===== config.mk =====
export PLATFORM = sky130hd
export DESIGN_NAME = msort_ctrl
export DESIGN_NICKNAME = d
export VERILOG_FILES = /design/src/hw/rtl/msort_pkg.sv /design/src/hw/rtl/msort_ctrl.sv
export SDC_FILE = /design/constraint.sdc
export NUM_CORES = 1
export LEC_CHECK = 0
export BUFFER_PORTS_ARGS = -buffer_cell sky130_fd_sc_hd__buf_4
export CAP_MARGIN = 30
export CORE_AREA = 8 8 45 47
export DETAILED_ROUTE_END_ITERATION = 10
export DIE_AREA = 0 0 53 55
export SLEW_MARGIN = 20
export SYNTH_ARGS = -nofsm -noshare
export SYNTH_HDL_FRONTEND = slang
export SYNTH_SLANG_ARGS = --single-unit

===== constraint.sdc =====
create_clock -name i_clk -period 1.9 [get_ports i_clk]
set_clock_uncertainty 0.15 [all_clocks]
set_input_delay 0 -clock i_clk [delete_from_list [all_inputs] [get_ports i_clk]]
set_output_delay 0 -clock i_clk [all_outputs]
set_load 0.05 [all_outputs]

===== src/hw/rtl/msort_pkg.sv =====
// package for the merge sorter: default sizes, status codes, request modes and the
// controller/datapath command and status structs; no dependencies
`default_nettype none

package msort_pkg;

    // default sizes
    localparam int CAPACITY   = 1024;
    localparam int VALUE_BITS = 32;

    // result status codes
    typedef logic [1:0] t_status;
    localparam t_status STATUS_OK       = 2'd0;
    localparam t_status STATUS_EMPTY    = 2'd1;
    localparam t_status STATUS_OVERFLOW = 2'd2;

    // request modes
    localparam logic MODE_LOAD  = 1'b0;
    localparam logic MODE_FETCH = 1'b1;

    // commands from controller to datapath
    typedef struct packed {
        logic load;        // store one value of the data set
        logic fetch;       // take the next sorted value
        logic sort_init;   // start the merge passes
        logic run_init;    // set up the bounds of the next run pair
        logic merge_step;  // move one element into the destination store
        logic push;        // move the pending result into the output register
    } t_cmd;

    // status from datapath to controller
    typedef struct packed {
        logic load_result; // the load being accepted produces a result
        logic sort_done;   // run width has reached the item count
        logic run_end;     // the current merge step finishes its run pair
        logic out_free;    // output register can take a result this cycle
    } t_stat;

endpackage

`default_nettype wire


===== src/hw/rtl/msort_ctrl.sv =====
// controller state machine of the merge sorter: request acceptance,
// merge pass sequencing and result hand-off; depends on msort_pkg
`default_nettype none

module msort_ctrl (
    input  wire logic              i_clk,
    input  wire logic              i_rst_n,
    input  wire logic              i_req_valid,
    input  wire logic              i_req_mode,
    input  wire logic              i_req_last,
    output logic                   o_req_ready,
    input  wire msort_pkg::t_stat  i_stat,
    output msort_pkg::t_cmd        o_cmd
);

    localparam logic [2:0] S_IDLE = 3'd0;
    localparam logic [2:0] S_CHK  = 3'd1;
    localparam logic [2:0] S_RD   = 3'd2;
    localparam logic [2:0] S_WR   = 3'd3;
    localparam logic [2:0] S_PUSH = 3'd4;

    logic [2:0] r_state, n_state;
    logic       r_push_after, n_push_after;
    logic       accept;

    assign o_req_ready = (r_state == S_IDLE);
    assign accept      = i_req_valid && o_req_ready;

    // next state and commands
    always_comb begin
        n_state      = r_state;
        n_push_after = r_push_after;
        o_cmd        = '0;
        case (r_state)
            S_IDLE: begin
                if (accept) begin
                    if (i_req_mode == msort_pkg::MODE_LOAD) begin
                        o_cmd.load = 1'b1;
                        if (i_req_last) begin
                            o_cmd.sort_init = 1'b1;
                            n_push_after    = i_stat.load_result;
                            n_state         = S_CHK;
                        end else if (i_stat.load_result) begin
                            n_state = S_PUSH;
                        end
                    end else begin
                        o_cmd.fetch = 1'b1;
                        n_state     = S_PUSH;
                    end
                end
            end
            S_CHK: begin
                if (i_stat.sort_done) begin
                    n_state = r_push_after ? S_PUSH : S_IDLE;
                end else begin
                    o_cmd.run_init = 1'b1;
                    n_state        = S_RD;
                end
            end
            S_RD: begin
                n_state = S_WR;
            end
            S_WR: begin
                o_cmd.merge_step = 1'b1;
                n_state          = i_stat.run_end ? S_CHK : S_RD;
            end
            S_PUSH: begin
                if (i_stat.out_free) begin
                    o_cmd.push = 1'b1;
                    n_state    = S_IDLE;
                end
            end
            default: begin
                n_state = S_IDLE;
            end
        endcase
    end

    // state registers
    always_ff @(posedge i_clk) begin
        if (!i_rst_n) begin
            r_state      <= S_IDLE;
            r_push_after <= 1'b0;
        end else begin
            r_state      <= n_state;
            r_push_after <= n_push_after;
        end
    end

endmodule

`default_nettype wire


[Yosys cells after proc, flatten, opt, wreduce, memory -nomap -nowiden]
Index checks and enable logic that the tools add are counted.
Storage, ports and cells
  latch bits: 0
  word-level logic and storage cells: 34
  RAM bits: 0
  memory bits (read-only): 0
  register bits: 4
  memories kept: 0
Operators by class
  bitwise operators: 1
  add/sub/neg operators: 0
  reductions and logical operators: 4
  $lt $le $gt $ge: 0
  shift operators: 0
  div/mod/pow operators: 0
  multiplexer cells: 20
  equal/unequal tests: 7
  $mul: 0
Operator list (count)
  3-bit 2-to-1 mux: 9
  3-bit one-hot mux with 5 select lines: 1
  1-bit 2-to-1 mux: 9
  3-bit by 2-bit equality test with 1-bit output (second input constant): 2
  4-bit by 3-bit inequality test with 1-bit output (second input constant): 1
  4-bit AND reduction: 1
  3-bit by 1-bit equality test with 1-bit output (second input constant): 1
  3-bit equality test (second input constant): 1
  3-bit zero test: 1
  3-bit AND reduction: 1
  2-bit 2-to-1 mux: 1
  2-bit by 1-bit inequality test with 1-bit output (second input constant): 1
  2-bit inequality test (second input constant): 1
  1-bit logical AND: 1
  1-bit inverter: 1

[Logic depth before layout (Yosys ltp)]
  depth after elaboration: 5
  gate-level depth with buffers: 4
  depth with buffers taken out: 3

[Least setup slack after synthesis]
Ideal clock, no wire load.
  path type: register to output
  from: register r_state[2]
  to: output port o_cmd[3] in the netlist's numbering
  data arrival time: 1.620 ns
  required time: 1.750 ns
  path slack: 0.130 ns
  stages on the path, launching flop included: 4
  path through: dfxtp_1 > buf_6 > or4b_4 > nor2_1
RTL lines
  from (decl): RTL line msort_ctrl.sv:22  | logic [2:0] r_state, n_state;
  from (signal assigned): RTL line msort_ctrl.sv:85  | r_state <= n_state;
  to (decl): RTL line msort_ctrl.sv:13  | output msort_pkg::t_cmd o_cmd

[Worst setup path in the final report]
  from: register r_state[2]
  to: register r_push_after
On the way
  word-level cells in the longest chain between the ends: 3
Ends and longest elaborated chain
  3-bit zero test *: RTL line msort_ctrl.sv:26, msort_ctrl.sv:34
  1-bit logical AND: RTL line msort_ctrl.sv:27  | assign accept = i_req_valid && o_req_ready;
  4-bit AND reduction (no line) *
  to (signal assigned): RTL line msort_ctrl.sv:86  | r_push_after <= n_push_after;
  to (decl): RTL line msort_ctrl.sv:23  | logic r_push_after, n_push_after;
Mark *: on every way between the ends. The rest lies on a longest branch, timed or not.
A chain may end at the register's enable or synchronous reset.

==> flow_summary.json <==
{
  "cp-start-kind": "flop",
  "io_buffers": 15,
  "reg2reg_to": "r_push_after",
  "syn_area_per_cell_um2": 7.70,
  "final_hold_viol_count": 0,
  "ys.flop_type": "dfxtp_1",
  "r2r_cells": 4,
  "worst_pin_slew_ps": 341,
  "critPathRequiredTime_ps": 1920,
  "p_leak_nw": 0.234,
  "synth-seq-cells": 4,
  "period_minus_slack_ps": 1790,
  "cts-root-buf": "clkbuf_4",
  "timing.hold.ws_ps": 14.2,
  "r2r_slack_ps": 110,
  "die_area_mm2": 0.00292,
  "coreArea_mm2": 0.00138,
  "final_common_cell": "buf_4",
  "drc_errors": 0,
  "synth-async-reset-ratio_pct": 0,
  "layout-drive-gt1-share_pct": 30.2,
  "fin_cells": 79,
  "p_sw_share_pct": 32.7,
  "dpl.hpwl_um": 654,
  "endpoint_kind": "flop",
  "synth_edf_count": 0,
  "grt_pass1_wl_um": 1500,
  "drt-wirelength-per-cell_um": 11.5,
  "cts_made_buffers": 3,
  "cts_tree": "built",
  "slew_headroom_pct": 76.9,
  "p_per_area_mw_per_mm2": 589,
  "drt_wl_total_um": 911,
  "pwr-share-seq_pct": 31.0,
  "holdPathEnd": "r_state[2]",
  "grt-ovfl-total": 0,
  "setup_tns_ps": 0,
  "via_count": 380,
  "htreeDepth": 1,
  "worstHoldStart": "i_req_valid",
  "ys_seq_area_share_pct": 27.4,
  "cp.arrival_ps": 1810,
  "antenna_found_initial": 0,
  "clock-sinks": 4,
  "drt-initial-drc-count": 8,
  "syn_inst": 38,
  "p_comb_share_pct": 34.1,
  "dp.cells": 66,
  "grt_max_degree": 12,
  "cts_buffer_depth": 2,
  "final_max_slew_viol_count": 0,
  "start_util_pct": 21.2,
  "final_cell_mix": "15 x buf_4, 10 x dlygate4sd3_1, 6 x nor2_1, 4 x dfxtp_1, 3 x clkbuf_4",
  "fin_crit_sh_pct": 94.0,
  "die_h_um": 55,
  "power.internal_mw": 0.208,
  "p_sw_mw": 0.101,
  "gp_congestion": 0.797,
  "yosysUniqueCellTypes": 24,
  "pin_count": 16,
  "hold_depth": 3,
  "path_max_fanout": 9,
  "grt_pass1_vias": 352,
  "drtPass1Iterations": 4,
  "layout.nets": 74,
  "hold_path_class": "in2reg",
  "num_rows": 14,
  "diodes": 0,
  "final_area_um2": 524,
  "postLayoutCoreUtil_pct": 37.9,
  "postPlaceCellArea_um2": 402,
  "via_per_inst": 4.81,
  "clk_pin_slew_ps": 40,
  "path_class": "reg2reg",
  "r2r_start": "r_state[2]",
  "cap_violations": 0,
  "area_growth_pct": 79.1,
  "status": "completed",
  "finalSetupViolations": 0,
  "timing.fmax_ghz": 0.560,
  "vdd_drop_max_mv": 0.310,
  "syn_nets": 47,
  "die_w_um": 53,
  "grtUsageTotal_pct": 7.26,
  "drtAntennaViolNets": 0,
  "synth_area_um2": 293,
  "p_clk_share_pct": 34.9,
  "yosys_warnings": 0,
  "grt_setup_unrepaired": "no",
  "clock_latency_ps": 240
}
[stage by stage]
step	power (mW)	setup slack, ps
2_1_floorplan	0.159	130
3_3_place_gp	0.189	497
3_5_place_dp	0.189	494
4_1_cts	0.315	125
5_1_grt	0.330	8.11
6_report	0.309	115
[cell families after synthesis]
logic type	Yosys count	share of synthesized area, %
and+or+nand+nor	21	44.0
DFF	4	27.4
buffers and inverters	5	10.7
AOI/OAI and AO/OA	8	18.0
[per-layer routing]
layer | part of all wire, % | track usage [%] | up-vias
met1 | 42 | 7.13 | 174
li1 | - | - | 188
met2 | 45 | 10.7 | 16
met4 | 0.99 | 7.76 | 0
met3 | 12 | 3.48 | 2
met5 | 0 | 0 | -
[state kept, by name, summed over array words and instances (netlist names)]
register and flops:
r_state 3, r_push_after 1
[timing repair]
| item | in CTS | in global routing |
|---|---|---|
| hold buffers | 10 | 0 |
| gates resized for setup | 0 | 0 |
| setup buffers | 0 | 0 |
| hold endpoints to repair | 4 | 0 |
[final cells by class]
cell class / instances / area (um^2)
tap: 16 / 20.0
timing repair buffer: 25 / 213
sequential: 4 / 80.1
clock buffer: 3 / 22.5
multi-input combinational: 29 / 181
fill: 155 / 860
inverter: 2 / 7.51
[cell usage after synthesis, types with 2 or more instances]
cell type / instances / area, um^2
inv_1: 2 / 7.51
nor4b_1: 2 / 17.5
nor2_1: 6 / 22.5
dfxtp_1: 4 / 80.1
nor3_1: 2 / 10.0
and3_1: 2 / 12.5
nand2b_1: 2 / 12.5
a21oi_1: 2 / 10.0
[power by group through the flow]
stage / Sequential, mW / Clock [mW] / Combinational [mW]
global placement: 0.0970 / 0 / 0.0925
detailed placement: 0.0971 / 0 / 0.0922
CTS: 0.0956 / 0.114 / 0.105
global route: 0.0969 / 0.121 / 0.112
floorplan: 0.0911 / 0 / 0.0683
finish: 0.0958 / 0.108 / 0.105
[worst max-delay path, stage by stage, from the launching register on]
cell           delay [ps]
dfxtp_1               370
nor4b_1               390
nand3_1               120
dlygate4sd3_1         580
a21boi_1              110
[worst max path at each step]
stage / from / end / slack (ps) / cells past startpoint
finish: r_state[2] / r_push_after / 110 / 4
global route: r_state[2] / r_push_after / 8 / 4
CTS: r_state[2] / r_push_after / 130 / 4
detailed placement: r_state[2] / r_push_after / 490 / 3
global placement: r_state[2] / o_cmd[3] / 500 / 3
floorplan: r_state[2] / o_cmd[3] / 130 / 3
Power figures use the tool's default switching activity.
